`src/rtl/cmc_pkg.sv`:
```
// ----------------------------------------------------------------------------
// cmc_pkg: shared constants and types for the Collatz memo cache
// Field widths, register indexes, policy codes and the control/status
// bundles passed between the controller and the datapath.
// ----------------------------------------------------------------------------
`timescale 1ns / 1ps

package cmc_pkg;

   // Defaults for the top-level parameters
   localparam int CAPACITY_DEFAULT    = 16;
   localparam int COUNT_WIDTH_DEFAULT = 12;

   // Fixed field widths
   localparam int KEY_WIDTH    = 31;
   localparam int AGE_WIDTH    = 32;
   localparam int LFSR_WIDTH   = 16;
   localparam int POLICY_WIDTH = 2;
   localparam int WAYS_WIDTH   = 5;
   localparam int CALC_WIDTH   = 64;

   localparam logic [LFSR_WIDTH-1:0] LFSR_SEED  = 16'hACE1;
   localparam logic [WAYS_WIDTH-1:0] WAYS_RESET = 5'd16;

   // Configuration port
   localparam int CSR_INDEX_WIDTH = 1;
   localparam int CSR_DATA_WIDTH  = WAYS_WIDTH;

   localparam logic [CSR_INDEX_WIDTH-1:0] REG_POLICY = 1'd0;
   localparam logic [CSR_INDEX_WIDTH-1:0] REG_WAYS   = 1'd1;

   // Replacement policies
   localparam logic [POLICY_WIDTH-1:0] POLICY_LRU    = 2'd0;
   localparam logic [POLICY_WIDTH-1:0] POLICY_RANDOM = 2'd1;
   localparam logic [POLICY_WIDTH-1:0] POLICY_SLOT0  = 2'd2;

   // Result source select
   localparam int RES_SRC_WIDTH = 2;
   localparam logic [RES_SRC_WIDTH-1:0] RES_HIT  = 2'd0;
   localparam logic [RES_SRC_WIDTH-1:0] RES_CALC = 2'd1;
   localparam logic [RES_SRC_WIDTH-1:0] RES_ZERO = 2'd2;

   // Controller -> datapath commands
   typedef struct packed {
      logic                     load_req;
      logic                     idx_clear;
      logic                     idx_inc;
      logic                     age_write;
      logic                     calc_start;
      logic                     calc_step;
      logic                     fill_slot;
      logic                     lru_cmp;
      logic                     lfsr_step;
      logic                     div_start;
      logic                     div_step;
      logic                     div_take;
      logic                     slot_zero;
      logic                     entry_write;
      logic                     res_load;
      logic [RES_SRC_WIDTH-1:0] res_src;
      logic                     out_load;
   } cmc_cmd_type;

   // Datapath -> controller status
   typedef struct packed {
      logic                    req_key_zero;
      logic                    filled_zero;
      logic                    key_match;
      logic                    search_last;
      logic                    calc_done;
      logic                    calc_sat;
      logic                    has_free;
      logic [POLICY_WIDTH-1:0] policy;
      logic                    lru_last;
      logic                    div_done;
      logic                    out_free;
   } cmc_status_type;

endpackage

```
`src/rtl/cmc_ifs.sv`:
```
// ----------------------------------------------------------------------------
// cmc_ifs: request and response channels
// Valid/ready channels carrying the start value in and the step count out.
// ----------------------------------------------------------------------------
`timescale 1ns / 1ps

interface cmc_req_if;
   import cmc_pkg::*;

   logic                 valid;
   logic                 ready;
   logic [KEY_WIDTH-1:0] start_value;

   modport source (output valid, output start_value, input ready);
   modport sink   (input valid, input start_value, output ready);
endinterface

interface cmc_rsp_if #(
   parameter int COUNT_WIDTH = cmc_pkg::COUNT_WIDTH_DEFAULT
);
   logic                   valid;
   logic                   ready;
   logic [COUNT_WIDTH-1:0] step_count;
   logic                   was_hit;
   logic                   count_saturated;

   modport source (output valid, output step_count, output was_hit,
                   output count_saturated, input ready);
   modport sink   (input valid, input step_count, input was_hit,
                   input count_saturated, output ready);
endinterface

```
`src/rtl/cmc_datapath.sv`:
```
// ----------------------------------------------------------------------------
// cmc_datapath: cache storage, Collatz unit, victim logic and output register
// Executes one command bundle per cycle and reports status to the controller.
// ----------------------------------------------------------------------------
`timescale 1ns / 1ps

module cmc_datapath #(
   parameter int CAPACITY    = cmc_pkg::CAPACITY_DEFAULT,
   parameter int COUNT_WIDTH = cmc_pkg::COUNT_WIDTH_DEFAULT
) (
   input  logic                                clock,
   input  logic                                reset,
   input  cmc_pkg::cmc_cmd_type                cmd,
   output cmc_pkg::cmc_status_type             status,
   input  logic [cmc_pkg::KEY_WIDTH-1:0]       req_start_value,
   input  logic                                csr_write_en,
   input  logic [cmc_pkg::CSR_INDEX_WIDTH-1:0] csr_index,
   input  logic [cmc_pkg::CSR_DATA_WIDTH-1:0]  csr_wdata,
   input  logic                                rsp_ready,
   output logic                                rsp_valid,
   output logic [COUNT_WIDTH-1:0]              rsp_step_count,
   output logic                                rsp_was_hit,
   output logic                                rsp_count_saturated
);
   import cmc_pkg::*;

   localparam int IDX_W  = (CAPACITY > 1) ? $clog2(CAPACITY) : 1;
   localparam int FILL_W = $clog2(CAPACITY + 1);
   localparam int CMP_W  = (FILL_W > WAYS_WIDTH) ? FILL_W : WAYS_WIDTH;
   localparam int REM_W  = CMP_W + 1;
   localparam int DCNT_W = $clog2(LFSR_WIDTH + 1);
   localparam logic [COUNT_WIDTH-1:0] COUNT_MAX = {COUNT_WIDTH{1'b1}};

   // Storage
   logic [KEY_WIDTH-1:0]   key_mem   [CAPACITY];
   logic [COUNT_WIDTH-1:0] count_mem [CAPACITY];
   logic [AGE_WIDTH-1:0]   age_mem   [CAPACITY];

   logic [KEY_WIDTH-1:0]    rd_key_ff;
   logic [COUNT_WIDTH-1:0]  rd_count_ff;
   logic [AGE_WIDTH-1:0]    rd_age_ff;

   logic [POLICY_WIDTH-1:0] policy_ff;
   logic [WAYS_WIDTH-1:0]   ways_ff;
   logic [FILL_W-1:0]       filled_ff;
   logic [AGE_WIDTH-1:0]    clock_ff;
   logic [LFSR_WIDTH-1:0]   lfsr_ff;

   logic [KEY_WIDTH-1:0]    key_ff;
   logic [IDX_W-1:0]        idx_ff;
   logic [IDX_W-1:0]        victim_ff;
   logic [AGE_WIDTH-1:0]    oldest_ff;

   logic [CALC_WIDTH-1:0]   n_ff;
   logic [COUNT_WIDTH-1:0]  steps_ff;
   logic                    sat_ff;
   logic                    calc_done_ff;

   logic [LFSR_WIDTH-1:0]   div_q_ff;
   logic [REM_W-1:0]        rem_ff;
   logic [DCNT_W-1:0]       div_cnt_ff;

   logic [COUNT_WIDTH-1:0]  res_count_ff;
   logic                    res_hit_ff;
   logic                    res_sat_ff;

   logic                    rsp_valid_ff;
   logic [COUNT_WIDTH-1:0]  rsp_count_ff;
   logic                    rsp_hit_ff;
   logic                    rsp_sat_ff;

   logic [CMP_W-1:0]        ways_raw_x;
   logic [CMP_W-1:0]        ways_eff_x;
   logic [FILL_W-1:0]       ways_eff;
   logic [FILL_W-1:0]       idx_next;
   logic [CALC_WIDTH+1:0]   triple_sum;
   logic                    triple_ovf;
   logic [REM_W-1:0]        rem_shift;
   logic [IDX_W-1:0]        age_addr;
   logic                    lfsr_fb;

   // Clamp the configured way count into 1..CAPACITY
   assign ways_raw_x = CMP_W'(ways_ff);
   assign ways_eff_x = (ways_ff == '0) ? CMP_W'(1) :
                       (ways_raw_x > CMP_W'(CAPACITY)) ? CMP_W'(CAPACITY) : ways_raw_x;
   assign ways_eff   = FILL_W'(ways_eff_x);
   assign idx_next   = FILL_W'(idx_ff) + FILL_W'(1);

   // 3n+1 with two guard bits for overflow detection
   assign triple_sum = {1'b0, n_ff, 1'b1} + {2'b00, n_ff};
   assign triple_ovf = (triple_sum[CALC_WIDTH+1:CALC_WIDTH] != 2'b00);

   assign rem_shift = {rem_ff[REM_W-2:0], div_q_ff[LFSR_WIDTH-1]};
   assign lfsr_fb   = lfsr_ff[0] ^ lfsr_ff[2] ^ lfsr_ff[3] ^ lfsr_ff[5];
   assign age_addr  = cmd.entry_write ? victim_ff : idx_ff;

   always_comb begin
      status.req_key_zero = (req_start_value == '0);
      status.filled_zero  = (filled_ff == '0);
      status.key_match    = (rd_key_ff == key_ff);
      status.search_last  = (idx_next == filled_ff);
      status.calc_done    = calc_done_ff;
      status.calc_sat     = sat_ff;
      status.has_free     = (filled_ff < ways_eff);
      status.policy       = policy_ff;
      status.lru_last     = (idx_next == ways_eff);
      status.div_done     = (div_cnt_ff == DCNT_W'(LFSR_WIDTH));
      status.out_free     = !rsp_valid_ff || rsp_ready;
   end

   // Configuration and persistent cache bookkeeping
   always_ff @(posedge clock) begin
      if (reset) begin
         policy_ff <= POLICY_LRU;
         ways_ff   <= WAYS_RESET;
         filled_ff <= '0;
         clock_ff  <= '0;
         lfsr_ff   <= LFSR_SEED;
      end else begin
         if (csr_write_en) begin
            unique case (csr_index)
               REG_POLICY: policy_ff <= csr_wdata[POLICY_WIDTH-1:0];
               REG_WAYS:   ways_ff   <= csr_wdata[WAYS_WIDTH-1:0];
               default:    ;
            endcase
         end
         if (cmd.load_req && (req_start_value != '0)) begin
            clock_ff <= clock_ff + AGE_WIDTH'(1);
         end
         if (cmd.fill_slot) begin
            filled_ff <= filled_ff + FILL_W'(1);
         end
         if (cmd.lfsr_step) begin
            lfsr_ff <= {lfsr_fb, lfsr_ff[LFSR_WIDTH-1:1]};
         end
      end
   end

   // Cache RAMs: write at victim, age also at walk index; registered walk read
   always_ff @(posedge clock) begin
      if (cmd.entry_write) begin
         key_mem[victim_ff]   <= key_ff;
         count_mem[victim_ff] <= steps_ff;
      end
      if (cmd.entry_write || cmd.age_write) begin
         age_mem[age_addr] <= clock_ff;
      end
      rd_key_ff   <= key_mem[idx_ff];
      rd_count_ff <= count_mem[idx_ff];
      rd_age_ff   <= age_mem[idx_ff];
   end

   // Request key, walk index and victim selection
   always_ff @(posedge clock) begin
      if (cmd.load_req) begin
         key_ff <= req_start_value;
      end
      if (cmd.load_req || cmd.idx_clear) begin
         idx_ff <= '0;
      end else if (cmd.idx_inc) begin
         idx_ff <= idx_ff + IDX_W'(1);
      end
      if (cmd.fill_slot) begin
         victim_ff <= IDX_W'(filled_ff);
      end else if (cmd.slot_zero) begin
         victim_ff <= '0;
      end else if (cmd.div_take) begin
         victim_ff <= IDX_W'(rem_ff);
      end else if (cmd.lru_cmp && ((idx_ff == '0) || (rd_age_ff < oldest_ff))) begin
         victim_ff <= idx_ff;
      end
      if (cmd.lru_cmp && ((idx_ff == '0) || (rd_age_ff < oldest_ff))) begin
         oldest_ff <= rd_age_ff;
      end
   end

   // Collatz iteration, one step per cycle
   always_ff @(posedge clock) begin
      if (cmd.calc_start) begin
         n_ff         <= CALC_WIDTH'(key_ff);
         steps_ff     <= '0;
         sat_ff       <= 1'b0;
         calc_done_ff <= 1'b0;
      end else if (cmd.calc_step && !calc_done_ff) begin
         if (n_ff == CALC_WIDTH'(1)) begin
            calc_done_ff <= 1'b1;
         end else if (steps_ff == COUNT_MAX) begin
            calc_done_ff <= 1'b1;
            sat_ff       <= 1'b1;
         end else if (n_ff[0] && triple_ovf) begin
            calc_done_ff <= 1'b1;
            sat_ff       <= 1'b1;
            steps_ff     <= COUNT_MAX;
         end else begin
            n_ff     <= n_ff[0] ? triple_sum[CALC_WIDTH-1:0] : (n_ff >> 1);
            steps_ff <= steps_ff + COUNT_WIDTH'(1);
         end
      end
   end

   // Restoring remainder of the LFSR value by the way count
   always_ff @(posedge clock) begin
      if (cmd.div_start) begin
         div_q_ff   <= lfsr_ff;
         rem_ff     <= '0;
         div_cnt_ff <= '0;
      end else if (cmd.div_step) begin
         div_q_ff   <= {div_q_ff[LFSR_WIDTH-2:0], 1'b0};
         div_cnt_ff <= div_cnt_ff + DCNT_W'(1);
         if (rem_shift >= {1'b0, ways_eff_x}) begin
            rem_ff <= rem_shift - {1'b0, ways_eff_x};
         end else begin
            rem_ff <= rem_shift;
         end
      end
   end

   // Pending result, then the output register
   always_ff @(posedge clock) begin
      if (cmd.res_load) begin
         case (cmd.res_src)
            RES_HIT: begin
               res_count_ff <= rd_count_ff;
               res_hit_ff   <= 1'b1;
               res_sat_ff   <= 1'b0;
            end
            RES_CALC: begin
               res_count_ff <= steps_ff;
               res_hit_ff   <= 1'b0;
               res_sat_ff   <= sat_ff;
            end
            default: begin
               res_count_ff <= COUNT_MAX;
               res_hit_ff   <= 1'b0;
               res_sat_ff   <= 1'b1;
            end
         endcase
      end
      if (cmd.out_load) begin
         rsp_count_ff <= res_count_ff;
         rsp_hit_ff   <= res_hit_ff;
         rsp_sat_ff   <= res_sat_ff;
      end
   end

   always_ff @(posedge clock) begin
      if (reset) begin
         rsp_valid_ff <= 1'b0;
      end else if (cmd.out_load) begin
         rsp_valid_ff <= 1'b1;
      end else if (rsp_ready) begin
         rsp_valid_ff <= 1'b0;
      end
   end

   assign rsp_valid           = rsp_valid_ff;
   assign rsp_step_count      = rsp_count_ff;
   assign rsp_was_hit         = rsp_hit_ff;
   assign rsp_count_saturated = rsp_sat_ff;

   a_filled_bound: assert property (@(posedge clock) disable iff (reset)
      filled_ff <= FILL_W'(CAPACITY))
      else $error("fill count beyond capacity");

   a_lfsr_alive: assert property (@(posedge clock) disable iff (reset)
      lfsr_ff != '0)
      else $error("lfsr reached the all-zero lockup state");

   a_fill_room: assert property (@(posedge clock) disable iff (reset)
      cmd.fill_slot |-> (filled_ff < ways_eff))
      else $error("free slot taken with no room left");

   a_insert_clean: assert property (@(posedge clock) disable iff (reset)
      cmd.entry_write |-> (calc_done_ff && !sat_ff))
      else $error("insert of an unfinished or saturated count");

   a_out_room: assert property (@(posedge clock) disable iff (reset)
      cmd.out_load |-> (!rsp_valid_ff || rsp_ready))
      else $error("output register overwritten before it was taken");

endmodule

```
`src/rtl/cmc_controller.sv`:
```
// ----------------------------------------------------------------------------
// cmc_controller: request sequencer for the Collatz memo cache
// Walks lookup, compute, victim choice, insert and response, as each needs.
// ----------------------------------------------------------------------------
`timescale 1ns / 1ps

module cmc_controller (
   input  logic                    clock,
   input  logic                    reset,
   input  logic                    req_valid,
   output logic                    req_ready,
   input  cmc_pkg::cmc_status_type status,
   output cmc_pkg::cmc_cmd_type    cmd
);
   import cmc_pkg::*;

   localparam logic [3:0] S_IDLE   = 4'd0;
   localparam logic [3:0] S_LOOKUP = 4'd1;
   localparam logic [3:0] S_SRD    = 4'd2;
   localparam logic [3:0] S_SCMP   = 4'd3;
   localparam logic [3:0] S_CALC   = 4'd4;
   localparam logic [3:0] S_LRD    = 4'd5;
   localparam logic [3:0] S_LCMP   = 4'd6;
   localparam logic [3:0] S_DIVI   = 4'd7;
   localparam logic [3:0] S_DIV    = 4'd8;
   localparam logic [3:0] S_WRITE  = 4'd9;
   localparam logic [3:0] S_DONE   = 4'd10;

   logic [3:0] state_ff;
   logic [3:0] state_in;

   assign req_ready = (state_ff == S_IDLE);

   always_comb begin
      state_in = state_ff;
      cmd      = '0;
      unique case (state_ff)
         S_IDLE: begin
            if (req_valid) begin
               cmd.load_req = 1'b1;
               if (status.req_key_zero) begin
                  cmd.res_load = 1'b1;
                  cmd.res_src  = RES_ZERO;
                  state_in     = S_DONE;
               end else begin
                  state_in = S_LOOKUP;
               end
            end
         end
         S_LOOKUP: begin
            if (status.filled_zero) begin
               cmd.calc_start = 1'b1;
               state_in       = S_CALC;
            end else begin
               state_in = S_SRD;
            end
         end
         S_SRD: begin
            state_in = S_SCMP;
         end
         S_SCMP: begin
            if (status.key_match) begin
               cmd.age_write = 1'b1;
               cmd.res_load  = 1'b1;
               cmd.res_src   = RES_HIT;
               state_in      = S_DONE;
            end else if (status.search_last) begin
               cmd.calc_start = 1'b1;
               state_in       = S_CALC;
            end else begin
               cmd.idx_inc = 1'b1;
               state_in    = S_SRD;
            end
         end
         S_CALC: begin
            if (!status.calc_done) begin
               cmd.calc_step = 1'b1;
            end else if (status.calc_sat) begin
               cmd.res_load = 1'b1;
               cmd.res_src  = RES_CALC;
               state_in     = S_DONE;
            end else if (status.has_free) begin
               cmd.fill_slot = 1'b1;
               state_in      = S_WRITE;
            end else begin
               case (status.policy)
                  POLICY_LRU: begin
                     cmd.idx_clear = 1'b1;
                     state_in      = S_LRD;
                  end
                  POLICY_RANDOM: begin
                     cmd.lfsr_step = 1'b1;
                     state_in      = S_DIVI;
                  end
                  default: begin
                     cmd.slot_zero = 1'b1;
                     state_in      = S_WRITE;
                  end
               endcase
            end
         end
         S_LRD: begin
            state_in = S_LCMP;
         end
         S_LCMP: begin
            cmd.lru_cmp = 1'b1;
            if (status.lru_last) begin
               state_in = S_WRITE;
            end else begin
               cmd.idx_inc = 1'b1;
               state_in    = S_LRD;
            end
         end
         S_DIVI: begin
            cmd.div_start = 1'b1;
            state_in      = S_DIV;
         end
         S_DIV: begin
            if (status.div_done) begin
               cmd.div_take = 1'b1;
               state_in     = S_WRITE;
            end else begin
               cmd.div_step = 1'b1;
            end
         end
         S_WRITE: begin
            cmd.entry_write = 1'b1;
            cmd.res_load    = 1'b1;
            cmd.res_src     = RES_CALC;
            state_in        = S_DONE;
         end
         S_DONE: begin
            if (status.out_free) begin
               cmd.out_load = 1'b1;
               state_in     = S_IDLE;
            end
         end
         default: begin
            state_in = S_IDLE;
         end
      endcase
   end

   always_ff @(posedge clock) begin
      if (reset) begin
         state_ff <= S_IDLE;
      end else begin
         state_ff <= state_in;
      end
   end

endmodule

```
`src/rtl/collatz_memo_cache.sv`:
```
// A zero start value is answered without a lookup; a hit ends the search at its
// entry; a miss walks every filled entry, computes the steps and, unless they
// saturate, picks a victim (free slot or slot zero directly, LRU scan of the
// ways, or a random draw). One request in flight: the next is accepted once the
// response is registered. Synchronous reset clears the controller, fill count,
// access clock and response valid and resets LFSR, policy and way count; cache
// entries hold no reset and need no clearing pass.
// ----------------------------------------------------------------------------
// collatz_memo_cache: Collatz step counter with a fully associative memo cache
// Looks up each nonzero start value in a small cache, computes misses one step
// per cycle and stores unsaturated counts, evicting by LRU, random or fixed slot.
// ----------------------------------------------------------------------------
`timescale 1ns / 1ps

module collatz_memo_cache #(
   parameter int CAPACITY    = cmc_pkg::CAPACITY_DEFAULT,
   parameter int COUNT_WIDTH = cmc_pkg::COUNT_WIDTH_DEFAULT
) (
   input  logic                                clock,
   input  logic                                reset,
   cmc_req_if.sink                             req_chan,
   cmc_rsp_if.source                           rsp_chan,
   input  logic                                csr_write_en,
   input  logic [cmc_pkg::CSR_INDEX_WIDTH-1:0] csr_index,
   input  logic [cmc_pkg::CSR_DATA_WIDTH-1:0]  csr_wdata
);
   import cmc_pkg::*;

   // Command and status bundles between sequencer and datapath
   cmc_cmd_type    cmd;
   cmc_status_type status;

   logic                   rsp_valid;
   logic [COUNT_WIDTH-1:0] rsp_step_count;
   logic                   rsp_was_hit;
   logic                   rsp_count_saturated;

   // Sequencer: owns the request handshake, drives one command set per cycle
   cmc_controller u_ctrl (
      .clock     (clock),
      .reset     (reset),
      .req_valid (req_chan.valid),
      .req_ready (req_chan.ready),
      .status    (status),
      .cmd       (cmd)
   );

   // Datapath: cache memories, Collatz unit, victim logic, registers and
   // the response output register
   cmc_datapath #(
      .CAPACITY    (CAPACITY),
      .COUNT_WIDTH (COUNT_WIDTH)
   ) u_dp (
      .clock               (clock),
      .reset               (reset),
      .cmd                 (cmd),
      .status              (status),
      .req_start_value     (req_chan.start_value),
      .csr_write_en        (csr_write_en),
      .csr_index           (csr_index),
      .csr_wdata           (csr_wdata),
      .rsp_ready           (rsp_chan.ready),
      .rsp_valid           (rsp_valid),
      .rsp_step_count      (rsp_step_count),
      .rsp_was_hit         (rsp_was_hit),
      .rsp_count_saturated (rsp_count_saturated)
   );

   // Drive the response channel straight from the output register
   assign rsp_chan.valid           = rsp_valid;
   assign rsp_chan.step_count      = rsp_step_count;
   assign rsp_chan.was_hit         = rsp_was_hit;
   assign rsp_chan.count_saturated = rsp_count_saturated;

endmodule

```
`src/flat_wrapper.sv`:
```
// flat-port wrapper written by rule: the top's interface ports become plain ports
module collatz_memo_cache_flat import cmc_pkg::*;
#(
   parameter int CAPACITY    = cmc_pkg::CAPACITY_DEFAULT,
   parameter int COUNT_WIDTH = cmc_pkg::COUNT_WIDTH_DEFAULT
)
  (clock, reset, csr_write_en, csr_index, csr_wdata, req_chan_valid, req_chan_start_value, req_chan_ready, rsp_chan_valid, rsp_chan_step_count, rsp_chan_was_hit, rsp_chan_count_saturated, rsp_chan_ready);
  cmc_req_if req_chan_i ();
  cmc_rsp_if #(.COUNT_WIDTH(COUNT_WIDTH)) rsp_chan_i ();
  input  logic clock;
  input  logic reset;
  input  logic csr_write_en;
  input  logic [cmc_pkg::CSR_INDEX_WIDTH-1:0] csr_index;
  input  logic [cmc_pkg::CSR_DATA_WIDTH-1:0] csr_wdata;
  input wire logic [$bits(req_chan_i.valid)-1:0] req_chan_valid;
  input wire logic [$bits(req_chan_i.start_value)-1:0] req_chan_start_value;
  output wire logic [$bits(req_chan_i.ready)-1:0] req_chan_ready;
  output wire logic [$bits(rsp_chan_i.valid)-1:0] rsp_chan_valid;
  output wire logic [$bits(rsp_chan_i.step_count)-1:0] rsp_chan_step_count;
  output wire logic [$bits(rsp_chan_i.was_hit)-1:0] rsp_chan_was_hit;
  output wire logic [$bits(rsp_chan_i.count_saturated)-1:0] rsp_chan_count_saturated;
  input wire logic [$bits(rsp_chan_i.ready)-1:0] rsp_chan_ready;
  assign req_chan_i.valid = req_chan_valid;
  assign req_chan_i.start_value = req_chan_start_value;
  assign req_chan_ready = req_chan_i.ready;
  assign rsp_chan_valid = rsp_chan_i.valid;
  assign rsp_chan_step_count = rsp_chan_i.step_count;
  assign rsp_chan_was_hit = rsp_chan_i.was_hit;
  assign rsp_chan_count_saturated = rsp_chan_i.count_saturated;
  assign rsp_chan_i.ready = rsp_chan_ready;
  collatz_memo_cache #(.CAPACITY(CAPACITY), .COUNT_WIDTH(COUNT_WIDTH)) u_core (.clock(clock), .reset(reset), .req_chan(req_chan_i), .rsp_chan(rsp_chan_i), .csr_write_en(csr_write_en), .csr_index(csr_index), .csr_wdata(csr_wdata));
endmodule
```
`config.mk`:
```
export PLATFORM = sky130hd
export DESIGN_NAME = collatz_memo_cache_flat
export DESIGN_NICKNAME = d
export VERILOG_FILES = /design/src/rtl/cmc_pkg.sv /design/src/rtl/cmc_ifs.sv /design/src/rtl/cmc_datapath.sv /design/src/rtl/cmc_controller.sv /design/src/rtl/collatz_memo_cache.sv /design/src/flat_wrapper.sv
export SDC_FILE = /design/constraint.sdc
export NUM_CORES = 2
export LEC_CHECK = 0
export ABC_CLOCK_PERIOD_IN_PS = 5100
export BUFFER_PORTS_ARGS = -buffer_cell sky130_fd_sc_hd__clkbuf_2
export CORE_MARGIN = 1.5
export CORE_UTILIZATION = 55
export CTS_CLUSTER_DIAMETER = 120
export DETAILED_ROUTE_END_ITERATION = 7
export HOLD_SLACK_MARGIN = 0.15
export PLACE_DENSITY_LB_ADDON = 0.3
export SLEW_MARGIN = 20
export SYNTH_ARGS = -nofsm -noshare
export SYNTH_HDL_FRONTEND = slang
export SYNTH_HIERARCHICAL = 1
export SYNTH_SLANG_ARGS = --single-unit
```
`constraint.sdc`:
```
create_clock -name clock -period 5.1 [get_ports clock]
set_input_delay 0 -clock clock [delete_from_list [all_inputs] [get_ports clock]]
set_output_delay 0 -clock clock [all_outputs]
set_load 0.02 [all_outputs]
```
[Yosys cells after proc, flatten, opt, wreduce, memory -nomap -nowiden]
Memories as Yosys holds them, arrays and structs flattened. A register that Yosys moved wholly into a read port is not among the register bits.
Cells that the tools add are included.
Storage, ports and cells
  flip-flop bits (word level): 268
  memory bits (writable): 1200
  bits of input ports: 42
  output and inout port bits: 16
  word-level logic and storage cells: 194
  memories: 3
Memories
  u_core.u_dp.age_mem: words 16, bits a word 32, read ports 1, clocked after Yosys merged registers in 1, wr ports 1, RTL line cmc_datapath.sv:37  | logic [AGE_WIDTH-1:0] age_mem [CAPACITY];
  u_core.u_dp.key_mem: words 16, bits a word 31, read ports 1, clocked after Yosys merged registers in 1, wr ports 1, RTL line cmc_datapath.sv:35  | logic [KEY_WIDTH-1:0] key_mem [CAPACITY];
  u_core.u_dp.count_mem: words 16, bits a word 12, read ports 1, clocked after Yosys merged registers in 1, wr ports 1, RTL line cmc_datapath.sv:36  | logic [COUNT_WIDTH-1:0] count_mem [CAPACITY];
Operators by class
  add/sub/neg operators: 8
  magnitude comparators: 4
  eq/ne operators: 25
  muxes and demuxes: 88
  bitwise operators: 7
  reduce and logical (&&, ||, !) cells: 34
Operators with widths (count)
  two-way mux 31 bit: 5
  adder 65 x 64 -> 66 bit: 1
  == test 64 x 1 -> 1 bit (second input constant): 1
  two-way mux 64 bit: 1
  two-way mux 4 bit: 14
  two-way mux 1 bit: 46
  one-hot mux 4 bit (11 select lines): 1
  adder 32 x 1 -> 32 bit (second input constant): 1
  < comparator 32 bit: 1
  two-way mux 16 bit: 2
  == test 31 bit: 1
  zero test 31 bit: 1
  nonzero test 31 bit: 1
  one-hot mux 12 bit (2 select lines): 1
  two-way mux 3 bit: 7
  == test 4 x 3 -> 1 bit (second input constant): 4
  two-way mux 5 bit: 3
  adder 12 x 1 -> 12 bit (second input constant): 1
  == test 12 bit (second input constant): 1
  == test 4 bit (second input constant): 3
  two-way mux 12 bit: 1
  one-hot mux 3 bit (4 select lines): 1
  AND reduction 4 bit: 3
  adder 5 x 1 -> 5 bit (second input constant): 2
  other kinds (30): 63

[Longest topological paths before layout]
  word-level depth: 11
  mapped depth: 16
  depth with buffers taken out: 14

[Hierarchy]
The synthesis kept the hierarchy.
By module, submodules not included
  cmc_datapath: times used 1, cells an instance 3629, area an instance 63561.0 sq um, seq. area each 44242.4 sq um
  cmc_controller: times used 1, cells an instance 87, area an instance 580.6 sq um, seq. area each 80.1 sq um

[Worst setup path after synthesis]
No wires, ideal clock.
  kind: register -> register
  start: register u_core.u_ctrl.state_ff[1]
  end: memory u_core/u_dp/count_mem[0][0] (netlist bit) (enable)
  setup time: 0.497 ns
  arrival time: 4.367 ns
  data required time: 4.603 ns
  slack: 0.237 ns
  cell stages (with the launch flop): 6
  buffers on the path: 2
  period minus slack after synthesis: 4.863 ns
  cell sequence: dfxtp_1 > buf_2 > buf_2 > nor2_1 > or3b_2 > nor3_1
RTL lines
  from (decl): RTL line cmc_controller.sv:29  | logic [3:0] state_ff;
  from (signal assigned): RTL line cmc_controller.sv:148  | state_ff <= state_in;
  to (decl): RTL line cmc_datapath.sv:36

==> key figures <==
Run status
  • Status: completed

Pwr
  • Power, Total: 35.0 mW
  • PD cells: 479 nW/um2
  • Flop pwr share: 0.453
  • Net Switching: 10.4 mW
  • Internal power: 24.6 mW
  • VDD IR max: 0.000324 V
  • Clock share of power: 0.319
  • Pleak: 23.7 nW
  • Net Sw Frac: 0.297
  • Fraction of power consumed by combinational cells: 0.228

Clock tree
  • Root buffer cell: clkbuf_16
  • CTS Buf Count: 153
  • Max Root-Sink Buffers: 3
  • Worst-skew pair later-pin latency: 0.77 ns
  • # H-tree levels: 4
  • Clock Sinks: 1543
  • Clock-pin slew on the worst setup and hold paths: 0.06 ns
  • CTS tree: built

Routing
  • Antenna Nets Post-Route: 0
  • Initial drt markers: 3803
  • Via/cell ratio: 6.21
  • Via count: 34.7k
  • Drt drc: 0
  • Routed wire length: 143000 um
  • Avg WL per Cell: 25.7 um
  • Drt pass-1 iters: 6

Worst setup path
  • Largest delay share family, worst path: simple AND/OR/NAND/NOR gates
  • Levels on crit path: 10
  • FF-to-FF path depth: 10
  • Startpoint Class: register
  • Crit. End Element: register
  • Worst path cell trace: xor2_1 > nor4_1 > nand4_1 > nor4_1 > buf_4 > and4_1 > nor4b_1 > a31oi_1 > nor2_4 > buf_12
  • Slowest-stage cell, CP: edfxtp_1
  • Worst Path Buf+Inv: 2
  • CP arrival: 4.68 ns
  • R2R Setup Slk: 0.85 ns
  • Max stage delay on crit path: 0.76 ns
  • Worst-path fanout max: 21
  • R2R Path Start: u_core/u_dp/key_ff[1]
  • CP required: 5.53 ns
  • Crit path top cell by count: nor4_1
  • Crit path kind: register to register
  • Reg2reg end: u_core/u_dp/age_mem[1][14]

Cells and area
  • NumNets Final: 4123
  • Register area: 44300 um2
  • Layout cell share with drive strength beyond 1: 0.208
  • Design area: 73000 um2
  • Multi-input logic area: 18800 um2
  • Synth-to-layout area growth: 13.8%
  • Fill count: 7813

Global routing
  • Vias in the first global route: 34.8k
  • GRT Total Usage: 0.247
  • GR Overflow Total: 0
  • Antenna violations before repair: 3
  • Largest net degree at the start of global routing: 135
  • First-pass GRT wire length: 218000 um

Timing
  • Setup TNS: 0 ns
  • Min Tclk post-route: 4.25 ns
  • Max transition margin: 0.275
  • Hold Vio Cnt, Final: 0
  • Tcrit/Tclk final: 0.833
  • Final Setup Violations: 0
  • RSZ-0062 raised after global routing: false
  • Max Clock Skew: 0.0299 ns
  • Max Slew Vio Count: 0
  • Tightest Pin Transition: 1.08 ns
  • Setup slack after layout: 0.854 ns
  • Fmax: 0.235 GHz

Hold path
  • Min-Delay Endpoint: u_core/u_dp/ways_ff[4]
  • Hold Path Class: primary input to register
  • Worst Hold Depth: 4
  • Min-delay src: csr_index

Yosys
  • Async SR Flop Fraction: 0
  • Simple-Gate Fraction of Synth Area: 0.0508
  • Post-synthesis instance area: 64100 um2
  • Warnings from Yosys: 6
  • Synth Area in Compound Gates: 0.0467
  • Xor/xnor share of the synthesized area: 0.0184
  • Main synth FF type: edfxtp_1
  • Syn Nets: 3906
  • Post-synth EDFFs: 1342
  • Mean Syn Cell Area: 17.3 um2
  • Post-synthesis adder-cell area fraction: 0.0291
  • Cells after Synth: 3716
  • Seq cells post-synth: 1543
  • Mux cell area share after synthesis: 0.144
  • Synth cell types: 83
  • Largest family of logic cells by synthesized area: multiplexers
  • Post-synthesis sequential area ratio: 0.691

Floorplanning
  • Initial Util: 0.553
  • Core footprint: 116000 um2
  • Die X: 345 um
  • IO Pins: 58
  • # rows: 125
  • DIE AREA: 119000 um2
  • Vert. Die Dim: 345 um

Placement
  • Area after DPL: 67000 um2
  • Routability cong.: 0.891
  • IO buf count: 57
  • Post-DP HPWL: 79800 um
  • Dpl ws: 0.977 ns

Job
  • Max Cap Viol: 0
[kinds of logic after synthesis]
family                     Yosys count
and+or+nand+nor                    653
DFF                               1543
adders and majority gates          148
xor gates and xnor gates           135
buffers and inverters              322
AOI/OAI and AO/OA                  460
muxes                              455
[cell usage after synthesis, types with 4 or more instances]
cell type | count | share of area
edfxtp_1 | 1342 | 0.63
mux4_2 | 375 | 0.13
dfxtp_1 | 201 | 0.063
nor2_1 | 188 | 0.011
ha_1 | 146 | 0.028
inv_1 | 145 | 0.0085
nand2_1 | 145 | 0.0085
a21oi_1 | 129 | 0.010
clkbuf_1 | 108 | 0.0063
o21ai_0 | 107 | 0.0083
xor2_1 | 73 | 0.010
mux2i_1 | 64 | 0.010
xnor2_1 | 62 | 0.0085
nor3_1 | 54 | 0.0042
nand4_1 | 50 | 0.0049
buf_1 | 48 | 0.0028
a211oi_1 | 46 | 0.0054
a21o_1 | 43 | 0.0050
nand3_1 | 38 | 0.0030
nor2b_1 | 36 | 0.0035
and3_1 | 29 | 0.0028
nor4_1 | 25 | 0.0024
a211o_1 | 21 | 0.0029
nand2b_1 | 17 | 0.0017
mux2_2 | 16 | 0.0028
or3_1 | 15 | 0.0015
o21a_1 | 14 | 0.0016
a31oi_1 | 13 | 0.0013
o21bai_1 | 13 | 0.0015
buf_2 | 12 | 0.00094
and2_1 | 10 | 0.00098
o211ai_1 | 8 | 0.00094
or2_2 | 8 | 0.00078
a21boi_0 | 6 | 0.00070
nand3b_1 | 6 | 0.00070
nor3b_1 | 6 | 0.00070
nor4b_1 | 6 | 0.00082
o31ai_1 | 6 | 0.00070
a311oi_1 | 5 | 0.00068
nor4_2 | 5 | 0.00098
o21ai_1 | 4 | 0.00031
o31a_1 | 4 | 0.00055
or4_1 | 4 | 0.00047
[worst max-delay path by stage]
| stage | from | end | slack, ns |
|---|---|---|---|
| 2_1_floorplan | u_core/u_ctrl/state_ff[1] | u_core/u_dp/count_mem[0][0] | 0.24 |
| 3_3_place_gp | u_core/u_dp/key_ff[1] | u_core/u_dp/age_mem[1][11] | 1.04 |
| 3_5_place_dp | u_core/u_dp/key_ff[1] | u_core/u_dp/age_mem[1][21] | 0.98 |
| 4_1_cts | u_core/u_dp/key_ff[1] | u_core/u_dp/age_mem[1][21] | 0.93 |
| 5_1_grt | u_core/u_dp/key_ff[1] | u_core/u_dp/age_mem[1][21] | 0.54 |
| 6_report | u_core/u_dp/key_ff[1] | u_core/u_dp/age_mem[1][14] | 0.85 |
[power groups by stage]
stage	combinational (mW)	clock (mW)	sequential, mW
global placement	7.78	0	16.0
detailed placement	7.81	0	16.1
global route	8.82	11.8	16.0
CTS	7.93	11.3	15.8
finish	7.99	11.2	15.8
floorplan	5.98	0	15.8
[through the flow]
stage / cells / util / hold WS (ns)
6_report: 5590 / 0.630 / 0.254
2_1_floorplan: 3716 / - / 0.0691
5_1_grt: 5589 / 0.630 / 0.268
3_5_place_dp: 5212 / 0.578 / 0.197
3_3_place_gp: 5211 / 0.578 / 0.193
4_1_cts: 5588 / 0.630 / 0.200
[cell type report]
class	instances	area share
timing repair buffer	237	0.0315
clock buffer	240	0.0637
multi-input combinational	1851	0.258
antenna	2	0.0000686
inverter	147	0.00766
tap	1524	0.0261
clock inverter	46	0.00566
sequential	1543	0.607
[metal layers]
layer / track usage / part of all wire / wire (um) / vias to the layer above
li1: - / - / - / 15200
met1: 0.365 / 0.43 / 61100 / 17900
met2: 0.381 / 0.47 / 67500 / 1399
met3: 0.0430 / 0.080 / 11500 / 217
met4: 0.0744 / 0.024 / 3450 / 0
met5: 0 / 0 / 0 / -
[state kept, by name, indices dropped and copies added (netlist names), 5 cells and up, named ones only]
name and flops:
u_core/u_dp/count_mem 192, u_core/u_dp/div_cnt_ff 5, u_core/u_dp/rd_count_ff 12, u_core/u_dp/key_mem 496, u_core/u_dp/filled_ff 5, u_core/u_dp/clock_ff 32, u_core/u_dp/key_ff 31, u_core/u_dp/ways_ff 5
u_core/u_dp/age_mem 512, u_core/u_dp/rd_key_ff 31, u_core/u_dp/div_q_ff 16, u_core/u_dp/rsp_step_count 12, u_core/u_dp/res_count_ff 12, u_core/u_dp/rem_ff 5, u_core/u_dp/lfsr_ff 16, u_core/u_dp/rd_age_ff 32
u_core/u_dp/steps_ff 12, u_core/u_dp/oldest_ff 32, u_core/u_dp/n_ff 63
[what timing repair did]
| item | in CTS | in global routing |
|---|---|---|
| setup buffers | 0 | 0 |
| hold buffers | 90 | 0 |
| gates resized for setup | 0 | 0 |
| hold endpoints to repair | 107 | 0 |
[cell usage in the layout (no fill, tap or decap), types with 9 or more instances in the layout]
cell type,Yosys,final
ha_1,146,146
clkbuf_16,0,163
a211o_1,21,21
and2_1,10,9
nor2b_1,36,36
buf_4,3,55
nor3_1,54,49
edfxtp_1,1342,1342
or3_1,15,15
a211oi_1,46,46
dfxtp_1,201,198
nor2_4,0,28
o21bai_1,13,13
mux2i_1,64,64
mux4_2,375,375
xnor2_1,62,62
nand4_1,50,50
buf_12,0,35
o21a_1,14,13
nand3_1,38,38
and3_1,29,29
o21ai_0,107,107
mux2_2,16,16
clkinv_2,0,18
nand2b_1,17,17
a21o_1,43,43
xor2_1,73,73
nor4_1,25,24
nand2_1,145,145
nor2_1,188,160
inv_1,145,144
a21oi_1,129,128
clkbuf_8,0,28
clkbuf_1,108,49
clkbuf_2,2,57
a31oi_1,13,13
dlygate4sd3_1,0,90
[worst register-to-register path: cells and delay by family (launching register included)]
kind                   cells  cell delay (ns)
AND/OR/NAND/NOR            6             2.13
flip-flops                 1             0.76
buffers and inverters      2             0.48
XOR/XNOR                   1             0.27
AO/OA/AOI/OAI              1             0.26
Note: power is estimated with default switching activity, not from simulation.
